**src/edpr_pkg.sv**
```systemverilog
// Shared types and constants for the peak/RMS envelope follower.
// No dependencies; every other file in src except edpr_chk uses this package by scoped name.
`default_nettype none

package edpr_pkg;

    localparam int SIG_FRAC_BITS   = 27;
    localparam int COEFF_FRAC_BITS = 31;
    localparam int QUEUE_DEPTH     = 2;

    localparam int SAMPLE_W = 32;
    localparam int LEVEL_W  = 31;
    localparam int COEFF_W  = 31;
    localparam int CFG_IDX_W  = 2;
    localparam int CFG_DATA_W = 32;

    localparam logic [LEVEL_W-1:0] LEVEL_MAX = {LEVEL_W{1'b1}};

    // Rounding offsets for the two fixed-point shifts.
    localparam logic [63:0]        SIG_RND   = 64'd1 << (SIG_FRAC_BITS - 1);
    localparam logic signed [63:0] COEFF_RND = 64'sd1 <<< (COEFF_FRAC_BITS - 1);

    // Configuration register indexes.
    localparam logic [CFG_IDX_W-1:0] CFG_ATTACK  = 2'd0;
    localparam logic [CFG_IDX_W-1:0] CFG_RELEASE = 2'd1;
    localparam logic [CFG_IDX_W-1:0] CFG_MODE    = 2'd2;

    typedef enum logic {
        MODE_PEAK   = 1'b0,
        MODE_SQUARE = 1'b1
    } detect_mode_t;

    typedef enum logic [1:0] {
        FE_IDLE,
        FE_SQR,
        FE_PUSH
    } fe_state_t;

    typedef enum logic [1:0] {
        BE_IDLE,
        BE_MUL,
        BE_UPD
    } be_state_t;

    // Detection value handed from the front end to the queue.
    typedef struct packed {
        logic               push;
        logic [LEVEL_W-1:0] det;
    } edpr_item_t;

    // Queue status seen by both sides.
    typedef struct packed {
        logic full;
        logic empty;
    } edpr_qstat_t;

endpackage

`default_nettype wire

```
**src/edpr_front.sv**
```systemverilog
// Front end: accepts samples and reduces each to a 31-bit detection value.
// Depends on edpr_pkg; feeds edpr_queue.
`default_nettype none

module edpr_front (
    input  wire logic                              clk,
    input  wire logic                              rst_n,
    input  wire logic                              in_valid,
    output logic                                   in_ready,
    input  wire logic signed [edpr_pkg::SAMPLE_W-1:0] sample,
    input  wire edpr_pkg::detect_mode_t            mode,
    input  wire edpr_pkg::edpr_qstat_t             qstat,
    output edpr_pkg::edpr_item_t                   item
);

    edpr_pkg::fe_state_t    state_reg, state_next;
    edpr_pkg::detect_mode_t mode_reg, mode_next;
    logic [31:0]            mag_reg, mag_next;
    logic [63:0]            sq_reg, sq_next;
    logic [63:0]            sq_rnd;
    logic [63:0]            sq_shift;
    logic [edpr_pkg::LEVEL_W-1:0] det_peak, det_sq;

    always_ff @(posedge clk or negedge rst_n)
    begin
        if (!rst_n)
        begin
            state_reg <= edpr_pkg::FE_IDLE;
        end
        else
        begin
            state_reg <= state_next;
        end
    end

    always_ff @(posedge clk)
    begin
        mode_reg <= mode_next;
        mag_reg  <= mag_next;
        sq_reg   <= sq_next;
    end

    // Peak: magnitude, with the most negative sample clipped to full scale.
    assign det_peak = mag_reg[31] ? edpr_pkg::LEVEL_MAX : mag_reg[30:0];

    assign sq_rnd   = sq_reg + edpr_pkg::SIG_RND;
    assign sq_shift = sq_rnd >> edpr_pkg::SIG_FRAC_BITS;
    assign det_sq   = (sq_shift[63:31] != '0) ? edpr_pkg::LEVEL_MAX : sq_shift[30:0];

    always_comb
    begin
        state_next = state_reg;
        mode_next  = mode_reg;
        mag_next   = mag_reg;
        sq_next    = sq_reg;
        in_ready   = 1'b0;
        item.push  = 1'b0;
        item.det   = (mode_reg == edpr_pkg::MODE_SQUARE) ? det_sq : det_peak;
        unique case (state_reg)
            edpr_pkg::FE_IDLE:
            begin
                in_ready = 1'b1;
                if (in_valid)
                begin
                    mode_next  = mode;
                    mag_next   = sample[31] ? (32'(~sample) + 32'd1) : 32'(sample);
                    state_next = edpr_pkg::FE_SQR;
                end
            end
            edpr_pkg::FE_SQR:
            begin
                sq_next    = 64'(mag_reg) * 64'(mag_reg);
                state_next = edpr_pkg::FE_PUSH;
            end
            edpr_pkg::FE_PUSH:
            begin
                // hold until the queue has room
                if (!qstat.full)
                begin
                    item.push  = 1'b1;
                    state_next = edpr_pkg::FE_IDLE;
                end
            end
            default:
            begin
                state_next = edpr_pkg::FE_IDLE;
            end
        endcase
    end

endmodule

`default_nettype wire

```
**src/edpr_queue.sv**
```systemverilog
// Short FIFO of detection values between the front end and the back end.
// Depends on edpr_pkg.
`default_nettype none

module edpr_queue #(
    parameter int DEPTH = edpr_pkg::QUEUE_DEPTH
) (
    input  wire logic                          clk,
    input  wire logic                          rst_n,
    input  wire edpr_pkg::edpr_item_t          item,
    input  wire logic                          pop,
    output logic [edpr_pkg::LEVEL_W-1:0]       head,
    output edpr_pkg::edpr_qstat_t              qstat
);

    localparam int PTR_W = (DEPTH > 1) ? $clog2(DEPTH) : 1;
    localparam int CNT_W = $clog2(DEPTH + 1);
    localparam logic [PTR_W-1:0] LAST = PTR_W'(DEPTH - 1);
    localparam logic [CNT_W-1:0] FULL = CNT_W'(DEPTH);

    logic [edpr_pkg::LEVEL_W-1:0] slot_reg [DEPTH];
    logic [PTR_W-1:0] wr_ptr_reg, wr_ptr_next;
    logic [PTR_W-1:0] rd_ptr_reg, rd_ptr_next;
    logic [CNT_W-1:0] count_reg, count_next;
    logic             do_push, do_pop;

    assign qstat.full  = (count_reg == FULL);
    assign qstat.empty = (count_reg == '0);
    assign do_push     = item.push && !qstat.full;
    assign do_pop      = pop && !qstat.empty;
    assign head        = slot_reg[rd_ptr_reg];

    always_comb
    begin
        wr_ptr_next = wr_ptr_reg;
        rd_ptr_next = rd_ptr_reg;
        count_next  = count_reg;
        if (do_push)
        begin
            wr_ptr_next = (wr_ptr_reg == LAST) ? '0 : wr_ptr_reg + PTR_W'(1);
        end
        if (do_pop)
        begin
            rd_ptr_next = (rd_ptr_reg == LAST) ? '0 : rd_ptr_reg + PTR_W'(1);
        end
        if (do_push && !do_pop)
        begin
            count_next = count_reg + CNT_W'(1);
        end
        else if (do_pop && !do_push)
        begin
            count_next = count_reg - CNT_W'(1);
        end
    end

    always_ff @(posedge clk or negedge rst_n)
    begin
        if (!rst_n)
        begin
            wr_ptr_reg <= '0;
            rd_ptr_reg <= '0;
            count_reg  <= '0;
        end
        else
        begin
            wr_ptr_reg <= wr_ptr_next;
            rd_ptr_reg <= rd_ptr_next;
            count_reg  <= count_next;
        end
    end

    always_ff @(posedge clk)
    begin
        if (do_push)
        begin
            slot_reg[wr_ptr_reg] <= item.det;
        end
    end

endmodule

`default_nettype wire

```
**src/edpr_back.sv**
```systemverilog
// Back end: envelope recurrence (select coefficient, multiply, round, saturate)
// and the output register. Depends on edpr_pkg; reads from edpr_queue.
`default_nettype none

module edpr_back (
    input  wire logic                          clk,
    input  wire logic                          rst_n,
    input  wire logic [edpr_pkg::COEFF_W-1:0]  attack_coeff,
    input  wire logic [edpr_pkg::COEFF_W-1:0]  release_coeff,
    input  wire edpr_pkg::edpr_qstat_t         qstat,
    input  wire logic [edpr_pkg::LEVEL_W-1:0]  head,
    output logic                               pop,
    output logic                               out_valid,
    input  wire logic                          out_ready,
    output logic [edpr_pkg::LEVEL_W-1:0]       envelope_out
);

    edpr_pkg::be_state_t state_reg, state_next;
    logic [edpr_pkg::LEVEL_W-1:0] env_reg, env_next;
    logic                         ovalid_reg, ovalid_next;
    logic [edpr_pkg::LEVEL_W-1:0] oenv_reg, oenv_next;
    logic [edpr_pkg::COEFF_W-1:0] coeff_reg, coeff_next;
    logic signed [31:0]           diff_reg, diff_next;
    logic signed [63:0]           prod_reg, prod_next;
    logic signed [63:0]           step;
    logic signed [63:0]           level;
    logic [edpr_pkg::LEVEL_W-1:0] level_sat;

    // Arithmetic shift floors; with the offset added it rounds to nearest, ties toward plus infinity.
    assign step  = (prod_reg + edpr_pkg::COEFF_RND) >>> edpr_pkg::COEFF_FRAC_BITS;
    assign level = step + $signed({33'd0, env_reg});

    always_comb
    begin
        priority if (level[63])
        begin
            level_sat = '0;
        end
        else if (level[62:31] != '0)
        begin
            level_sat = edpr_pkg::LEVEL_MAX;
        end
        else
        begin
            level_sat = level[30:0];
        end
    end

    always_ff @(posedge clk or negedge rst_n)
    begin
        if (!rst_n)
        begin
            state_reg  <= edpr_pkg::BE_IDLE;
            env_reg    <= '0;
            ovalid_reg <= 1'b0;
        end
        else
        begin
            state_reg  <= state_next;
            env_reg    <= env_next;
            ovalid_reg <= ovalid_next;
        end
    end

    always_ff @(posedge clk)
    begin
        oenv_reg  <= oenv_next;
        coeff_reg <= coeff_next;
        diff_reg  <= diff_next;
        prod_reg  <= prod_next;
    end

    assign out_valid    = ovalid_reg;
    assign envelope_out = oenv_reg;

    always_comb
    begin
        state_next  = state_reg;
        env_next    = env_reg;
        oenv_next   = oenv_reg;
        coeff_next  = coeff_reg;
        diff_next   = diff_reg;
        prod_next   = prod_reg;
        pop         = 1'b0;
        ovalid_next = ovalid_reg && !out_ready;
        unique case (state_reg)
            edpr_pkg::BE_IDLE:
            begin
                if (!qstat.empty)
                begin
                    pop        = 1'b1;
                    coeff_next = (head > env_reg) ? attack_coeff : release_coeff;
                    diff_next  = $signed({1'b0, head}) - $signed({1'b0, env_reg});
                    state_next = edpr_pkg::BE_MUL;
                end
            end
            edpr_pkg::BE_MUL:
            begin
                prod_next  = 64'($signed({1'b0, coeff_reg})) * 64'(diff_reg);
                state_next = edpr_pkg::BE_UPD;
            end
            edpr_pkg::BE_UPD:
            begin
                // hold the update until the output register frees up
                if (!ovalid_reg || out_ready)
                begin
                    env_next    = level_sat;
                    oenv_next   = level_sat;
                    ovalid_next = 1'b1;
                    state_next  = edpr_pkg::BE_IDLE;
                end
            end
            default:
            begin
                state_next = edpr_pkg::BE_IDLE;
            end
        endcase
    end

endmodule

`default_nettype wire

```
**src/envelope_detector_peak_rms_core.sv**
```systemverilog
// Top level of the attack/release envelope follower: configuration registers,
// front end, detection queue and back end. Depends on edpr_pkg and submodules.
//
//  channel | signals                                   | direction
//  --------+-------------------------------------------+----------
//  input   | in_valid, in_ready, sample[31:0]          | in
//  output  | out_valid, out_ready, envelope_out[30:0]  | out
//  config  | cfg_valid, cfg_ready, cfg_index, cfg_data | in
//
// The front end finishes each sample (accept, square, push) before it takes another;
// the back end retires each item in three steps (pop and compare, multiply, update).
// An unstalled item passes the square, push, pop, multiply and update steps before
// out_valid rises. The three steps on each side set the rate.
// Reset clears the envelope to zero and loads the coefficient defaults.
// A stalled output holds the back end in its update step; the queue then fills
// and stops the front end. Configuration writes are always taken.
`default_nettype none

module envelope_detector_peak_rms_core #(
    parameter int QUEUE_DEPTH = edpr_pkg::QUEUE_DEPTH
) (
    input  wire logic                                  clk,
    input  wire logic                                  rst_n,
    input  wire logic                                  in_valid,
    output logic                                       in_ready,
    input  wire logic signed [edpr_pkg::SAMPLE_W-1:0]  sample,
    output logic                                       out_valid,
    input  wire logic                                  out_ready,
    output logic [edpr_pkg::LEVEL_W-1:0]               envelope_out,
    input  wire logic                                  cfg_valid,
    output logic                                       cfg_ready,
    input  wire logic [edpr_pkg::CFG_IDX_W-1:0]        cfg_index,
    input  wire logic [edpr_pkg::CFG_DATA_W-1:0]       cfg_data
);

    logic [edpr_pkg::COEFF_W-1:0] attack_reg, release_reg;
    edpr_pkg::detect_mode_t       mode_reg;
    edpr_pkg::edpr_item_t         item;
    edpr_pkg::edpr_qstat_t        qstat;
    logic [edpr_pkg::LEVEL_W-1:0] head;
    logic                         pop;

    assign cfg_ready = 1'b1;

    always_ff @(posedge clk or negedge rst_n)
    begin
        if (!rst_n)
        begin
            attack_reg  <= edpr_pkg::COEFF_W'(16777216);
            release_reg <= edpr_pkg::COEFF_W'(1048576);
            mode_reg    <= edpr_pkg::MODE_PEAK;
        end
        else if (cfg_valid && cfg_ready)
        begin
            // drop writes beyond the register list
            unique case (cfg_index)
                edpr_pkg::CFG_ATTACK:  attack_reg  <= cfg_data[edpr_pkg::COEFF_W-1:0];
                edpr_pkg::CFG_RELEASE: release_reg <= cfg_data[edpr_pkg::COEFF_W-1:0];
                edpr_pkg::CFG_MODE:    mode_reg    <= edpr_pkg::detect_mode_t'(cfg_data[0]);
                default:               ;
            endcase
        end
    end

    edpr_front u_front (
        .clk      (clk),
        .rst_n    (rst_n),
        .in_valid (in_valid),
        .in_ready (in_ready),
        .sample   (sample),
        .mode     (mode_reg),
        .qstat    (qstat),
        .item     (item)
    );

    edpr_queue #(
        .DEPTH (QUEUE_DEPTH)
    ) u_queue (
        .clk   (clk),
        .rst_n (rst_n),
        .item  (item),
        .pop   (pop),
        .head  (head),
        .qstat (qstat)
    );

    edpr_back u_back (
        .clk           (clk),
        .rst_n         (rst_n),
        .attack_coeff  (attack_reg),
        .release_coeff (release_reg),
        .qstat         (qstat),
        .head          (head),
        .pop           (pop),
        .out_valid     (out_valid),
        .out_ready     (out_ready),
        .envelope_out  (envelope_out)
    );

endmodule

`default_nettype wire

```
**config.mk**
```make
export PLATFORM = sky130hd
export DESIGN_NAME = envelope_detector_peak_rms_core
export DESIGN_NICKNAME = d
export VERILOG_FILES = /design/src/edpr_pkg.sv /design/src/edpr_front.sv /design/src/edpr_queue.sv /design/src/edpr_back.sv /design/src/envelope_detector_peak_rms_core.sv
export SDC_FILE = /design/constraint.sdc
export NUM_CORES = 2
export LEC_CHECK = 0
export ABC_AREA = 1
export BUFFER_PORTS_ARGS = -buffer_cell sky130_fd_sc_hd__buf_4
export CAP_MARGIN = 20
export CORE_UTILIZATION = 45
export DETAILED_ROUTE_END_ITERATION = 7
export PLACE_DENSITY_LB_ADDON = 0.3
export SLEW_MARGIN = 20
export SYNTH_ARGS = -nofsm -noshare
export SYNTH_HDL_FRONTEND = slang
export SYNTH_HIERARCHICAL = 1
export SYNTH_SLANG_ARGS = --single-unit
```
**constraint.sdc**
```tcl
create_clock -name clk -period 10.1 [get_ports clk]
set_clock_uncertainty 0.15 [all_clocks]
set_input_delay 2.02 -clock clk [delete_from_list [all_inputs] [get_ports clk]]
set_output_delay 2.02 -clock clk [all_outputs]
set_load 0.05 [all_outputs]
```
# == After elaboration in Yosys (flattened, before gate mapping) ==
# Memory sizes are Yosys's and may differ from the RTL's.
# Cells that the tools add are included.
# classes
add_sub_neg,9
n_mul,2
magnitude_cmp,1
eq_ne,11
muxes,26
bitwise,2
reduce_logical,27
# ops
cell,count
2-to-1 mux 31 bit,7
multiplier 32 x 32 -> 64 bit,2
adder 64 x 27 -> 64 bit (second input constant),1
adder 64 x 32 -> 64 bit (second input constant),1
adder 33 x 32 -> 34 bit,1
nonzero test 33 bit,1
adder 32 x 1 -> 32 bit (second input constant),1
inverter 32 bit,1
nonzero test 32 bit,1
subtractor 31 x 31 -> 32 bit,1
greater-than comparator 31 bit,1
AND reduction 2 bit,8
2-to-1 mux 2 bit,6
case mux 2 bit (3 select lines),2
2-to-1 mux 1 bit,11
== test 2 bit (second input constant),4
zero test 2 bit,4
== test 2 x 1 -> 1 bit (second input constant),3
zero test 1 bit,6
inequality test 2 bit (second input constant),3
logical AND 1 bit,5
adder 1 bit (second input constant),2
adder 2 x 1 -> 2 bit (second input constant),1
inequality test 2 x 1 -> 1 bit (second input constant),1
other kinds (4),4
# totals
register_bits,358
ram_bits,62
inputBits,71
output_inout_bits,34
memories,1
# mem_list
name,words,width,rd,rd_ports_with_merged_regs,wr,line_no,rtl
u_queue.slot_reg,2,31,1,0,1,edpr_queue.sv:21,logic [edpr_pkg::LEVEL_W-1:0] slot_reg [DEPTH];

# == Longest topological paths before layout ==
# depth
ltp_word,8
depth_mapped,32

# == Cells and area by module ==
# Netlist, hierarchy kept.
# by_module_without_submodules
module,n_inst,cells_each,area_each_um2
edpr_back,1,5939,45254.7
edpr_front,1,4460,35414.0
envelope_detector_peak_rms_core,1,283,2578.7
edpr_queue,1,194,2492.4

# == Worst setup path after synthesis ==
# OpenSTA, ideal clock, no wires.
# synth_timing
kind,register to register
from,register u_front.mag_reg[4]
to,"register u_front.sq_reg[63], data pin"
arrival_time_ns,6.650
t_required_ns,9.698
path_slack_ns,3.047
stages_incl_launch_ff,30
cell_sequence,edfxtp_1 > clkbuf_1 > clkbuf_1 > buf_1 > nand2_1 > fa_1 > inv_1 > fa_1 > inv_1 > fa_1 > fa_1 > inv_1 > fa_1 > inv_1 > fa_1 > inv_1 > fa_1 > fa_1 > ha_1 > nand2_1 > nor2_1 > inv_1 > nor2_1 > inv_1 > nor2_1 > nand2_1 > nand2_1 > nand2_1 > nand3_1 > nand2_1
# synth_via
elab_chain_len,1
# synth_lines
element,line_no,rtl
start: declaration,edpr_front.sv:18,"logic [31:0] mag_reg, mag_next;"
start signal: assignment,edpr_front.sv:39,mag_reg <= mag_next;
multiplier 32 x 32 -> 64 bit,edpr_front.sv:72,sq_next = 64'(mag_reg) * 64'(mag_reg);
end signal: assignment,edpr_front.sv:40,sq_reg <= sq_next;
end: declaration,edpr_front.sv:19,"logic [63:0] sq_reg, sq_next;"
# Every way passes these cells.
# A chain may end at the register's enable or synchronous reset.

# == Final worst setup path ==
# layout_timing
from,register u_back.diff_reg[23]
to,"register u_back.prod_reg[53], data pin"
# layout_via
elab_chain_len,1
# layout_lines
element,line_no,rtl
start: declaration,edpr_back.sv:23,"logic signed [31:0] diff_reg, diff_next;"
start signal: assignment,edpr_back.sv:69,diff_reg <= diff_next;
multiplier 32 x 32 -> 64 bit,edpr_back.sv:99,"prod_next = 64'($signed({1'b0, coeff_reg})) * 64'(diff_reg);"
end signal: assignment,edpr_back.sv:70,prod_reg <= prod_next;
end: declaration,edpr_back.sv:24,"logic signed [63:0] prod_reg, prod_next;"
# Every way passes these cells.

==> results_tabular.tex <==
\begin{tabular}{lr}
\hline
Metric & Value \\
\hline
\multicolumn{2}{l}{\textbf{CTS}} \\
\quad Number of gates given a new drive strength after cts & 0 \\
\quad Maximum clock insertion buffer count & 3 \\
\quad Root buffer cell & sky130\_fd\_sc\_hd\_\_clkbuf\_16 \\
\quad Hold-fix buffer count after cts & 0 \\
\quad Clock latency of the later-clocked register in the worst-skew pair & 0.63 ns \\
\quad Buffer count from post-CTS setup fixing & 0 \\
\quad Number of buffers added by the clock tree synthesis step & 41 \\
\quad Clock net sink count & 364 \\
\quad Clk pin slew, worst setup/hold paths & roughly 0.060 ns \\
\quad Clock tree from TritonCTS & built \\
\quad CTS H-tree lvls & 2 \\
\multicolumn{2}{l}{\textbf{STA}} \\
\quad Period Utilization, post-route & between 80\% and 90\% \\
\quad Highest clock rate & 121 MHz \\
\quad Number of max-slew violations in the final report & 0 \\
\quad Final Setup Violations & 0 \\
\quad Min Tclk post-route & 8.28 ns \\
\quad Hold violation total from the final report & 0 \\
\quad Setup repair after global routing missed its margin & false \\
\quad TNS Setup & 0 ns \\
\quad Slew at the pin with the worst max-slew slack & 1.14 ns \\
\quad Normalized max-slew margin & 24.0\% \\
\multicolumn{2}{l}{\textbf{Worst setup path}} \\
\quad Cell type of the slowest stage on the worst timing path & sky130\_fd\_sc\_hd\_\_edfxtp\_1 \\
\quad Crit-path max cell delay & 0.96 ns \\
\quad Most prevalent standard cell on the critical path & sky130\_fd\_sc\_hd\_\_fa\_1 \\
\quad Endpoint of the most critical register-to-register path & u\_back/prod\_reg[53] \\
\quad Crit-path max FO & 20 \\
\quad Critical path start-end classification & reg -> reg \\
\quad Reg2Reg Depth & 24 \\
\quad CP arrival & 8.49 ns \\
\quad Cell breakdown of the critical path & buf\_4, nand2\_1, fa\_1, inv\_1, fa\_1, inv\_1, fa\_1, inv\_1, fa\_1, fa\_1, fa\_1, fa\_1, fa\_1, ha\_1, nand2\_1, nor2\_1, inv\_1, nor2\_1, inv\_1, nor3\_1, nand3\_1, nand3\_1, a21oi\_1, xnor2\_1 \\
\quad Endpoint class of the critical path & flop \\
\quad Slack of the worst reg-to-reg path & 1.82 ns \\
\quad Required time at the endpoint of the critical path & 10.31 ns \\
\quad Startpoint types & flop \\
\quad R2r startpoint & u\_back/diff\_reg[23] \\
\multicolumn{2}{l}{\textbf{Placed design}} \\
\quad Final HPWL from detailed placement & 196 mm \\
\quad Dpl cells & 13223 \\
\quad Global placement routability congestion & 0.954 \\
\quad Count of input and output buffers & 102 \\
\multicolumn{2}{l}{\textbf{Floorplanning}} \\
\quad Effective utilization at floorplan & 45.5\% \\
\quad Total die area & slightly below 0.2 mm² \\
\quad Number of primary I/O pins & 105 \\
\quad Chip width & 439 µm \\
\quad Std cell rows & about 160 \\
\quad Core area & approximately 0.19 mm² \\
\quad Vert. Die Dim & approximately 440 µm \\
\multicolumn{2}{l}{\textbf{Detailed routing}} \\
\quad Highest metal layer with signal wires & met4 \\
\quad WL met2 & 116 mm \\
\quad Number of iterations in the first detailed-routing pass & 6 \\
\quad DR DRC count & 0 \\
\quad Routed metal-1 wirelength & 96.5 mm \\
\quad Drt total wl & 233 mm \\
\quad DRC marker count from the first detailed-route iteration & 4048 \\
\quad Sum of met3 wire segment lengths after detailed routing & about 12 mm \\
\quad Via count of the routed design & 66526 \\
\quad Average wire per cell in the routed design & 17.5 µm \\
\quad Vias/cell & approximately 5 \\
\quad Final antenna-violating net count & 0 \\
\multicolumn{2}{l}{\textbf{Logic synthesis}} \\
\quad Netlist area before placement & 0.0857 mm² \\
\quad Synth Register Bits & 364 \\
\quad Mean post-synth cell area & 7.88 µm² \\
\quad Number of distinct library cell variants in the gate-level netlist after synthesis & 52 \\
\quad Synth Net Count & 13259 \\
\quad Part of the Yosys area used for sequential elements & 12.2\% \\
\quad Leading cell types by total area after synthesis & sky130\_fd\_sc\_hd\_\_fa\_1, sky130\_fd\_sc\_hd\_\_inv\_1, sky130\_fd\_sc\_hd\_\_nand2\_1 \\
\quad Yosys top cell by area & sky130\_fd\_sc\_hd\_\_fa\_1 \\
\quad Number of enable-type register cells in the synthesized netlist & approximately 260 \\
\quad Proportion of synthesized flip-flops having asynchronous set or reset & 28.3\% \\
\quad Share of the synthesized area in the top cell type & between 30\% and 40\% \\
\quad Cells after synthesis & around 11000 \\
\quad Most instantiated flip-flop cell in the synthesis netlist & sky130\_fd\_sc\_hd\_\_edfxtp\_1 \\
\quad Yosys warning total & 6 \\
\multicolumn{2}{l}{\textbf{Flow run}} \\
\quad Reported max-cap violation count & 0 \\
\multicolumn{2}{l}{\textbf{Global routing}} \\
\quad Vias in the first global route & 72700 \\
\quad Total track usage & 25.1\% \\
\quad Largest net degree at the start of global routing & 67 \\
\quad Global-route wire length before repair & between 300 and 400 mm \\
\quad Initial antenna violation count & 2 \\
\quad Overflow left after global routing & 0 \\
\multicolumn{2}{l}{\textbf{Min path}} \\
\quad Hold worst-path end & attack\_reg[24] \\
\quad Class of the tightest hold or removal check & reg -> reg \\
\quad Worst hold stages & 2 \\
\quad Worst Hold Launch & attack\_reg[24] \\
\multicolumn{2}{l}{\textbf{Layout}} \\
\quad Most common cell after layout, fill and taps aside & sky130\_fd\_sc\_hd\_\_inv\_1 \\
\quad Fraction of layout instances using a drive strength above 1 & 3.74\% \\
\quad Flip-flop count of the largest register, all copies and words added & 62 \\
\quad Number of nets in the layout & 13155 \\
\quad Non-filler instance count after layout & 13300 \\
\quad Most frequent cells in the layout & sky130\_fd\_sc\_hd\_\_inv\_1, sky130\_fd\_sc\_hd\_\_nand2\_1, sky130\_fd\_sc\_hd\_\_fa\_1 \\
\quad Combined area of the multi-input logic cells & 0.0617 mm² \\
\quad Layout fillers & 18460 \\
\quad Area Overhead vs Synth & 5.55\% \\
\quad FF+latch area & between 0.01 and 0.015 mm² \\
\multicolumn{2}{l}{\textbf{Outcome}} \\
\quad Run status & finished clean \\
\hline
\end{tabular}
[stage by stage]
stage                     util (%)  hold WS (ns)  setup slack, ns  cell area (µm²)
final                         48.0         0.312             1.82            90500
after global routing          48.0         0.329             1.52            90500
after CTS                     48.0         0.317             1.91            90500
after detailed placement      47.3         0.307             1.97            89100
after global placement        47.3         0.303             1.96            89100
after floorplan                  -         0.275             3.05            85700
[worst max-delay path: cells and delay by family (launching register included)]
kind / cells / cell delay, ns
fa+ha+maj: 9 / 4.51
simple gates: 7 / 1.12
flops: 1 / 0.96
buf+inv: 6 / 0.65
xor+xnor: 1 / 0.42
compound gates: 1 / 0.15
[cell type report]
type	count	area share, %
Antenna cell	1	0.00277
Clock buffer	58	1.27
Clock inverter	17	0.214
Inverter	3227	13.4
Multi-Input combinational cell	6904	68.2
Sequential cell	364	11.5
Tap cell	2495	3.45
Timing Repair Buffer	234	1.97
[synthesized netlist by cell type, drive strengths merged (5+ instances only)]
library cell / count
a21oi: 249
dfrtp: 101
nand3b: 17
nor3: 59
and3: 5
nand2: 2782
inv: 3227
buf: 70
nor2: 566
o21a: 13
o21bai: 46
a31oi: 19
fa: 1658
clkbuf: 311
xor2: 121
a21boi: 8
or2: 26
o21ai: 183
nand3: 238
a31o: 7
nor4: 15
edfxtp: 261
xnor2: 67
a21o: 16
ha: 654
nand4: 105
and2: 30
[routing by layer]
layer  GRT usage, %  up-vias
met5              0        -
met1           32.0    33233
met2           44.4     1791
li1               -    31075
met3           2.49      427
met4           8.34        0
[worst max path at each step]
stage	start	endpoint	slack (ns)	cells after the start
2_1_floorplan	u_front/mag_reg[4]	u_front/sq_reg[63]	3.05	29
3_3_place_gp	u_back/coeff_reg[19]	u_back/prod_reg[60]	1.96	23
3_5_place_dp	u_back/coeff_reg[19]	u_back/prod_reg[60]	1.97	23
4_1_cts	u_back/diff_reg[23]	u_back/prod_reg[53]	1.91	24
5_1_grt	u_back/coeff_reg[19]	u_back/prod_reg[60]	1.52	23
6_report	u_back/diff_reg[23]	u_back/prod_reg[53]	1.82	24
[kinds of logic after synthesis]
kind of cell | Yosys count | synth area share [%]
AOI/OAI and AO/OA | 555 | 3.60
xor gates and xnor gates | 188 | 1.92
adders and majority gates | 2312 | 48.3
buffers and inverters | 3608 | 15.9
DFF | 364 | 12.2
other | 1 | 0.00437
and+or+nand+nor | 3848 | 18.1
Power is not shown: default switching activity piles up to over one toggle a cycle in this logic, so the estimate is an artifact.
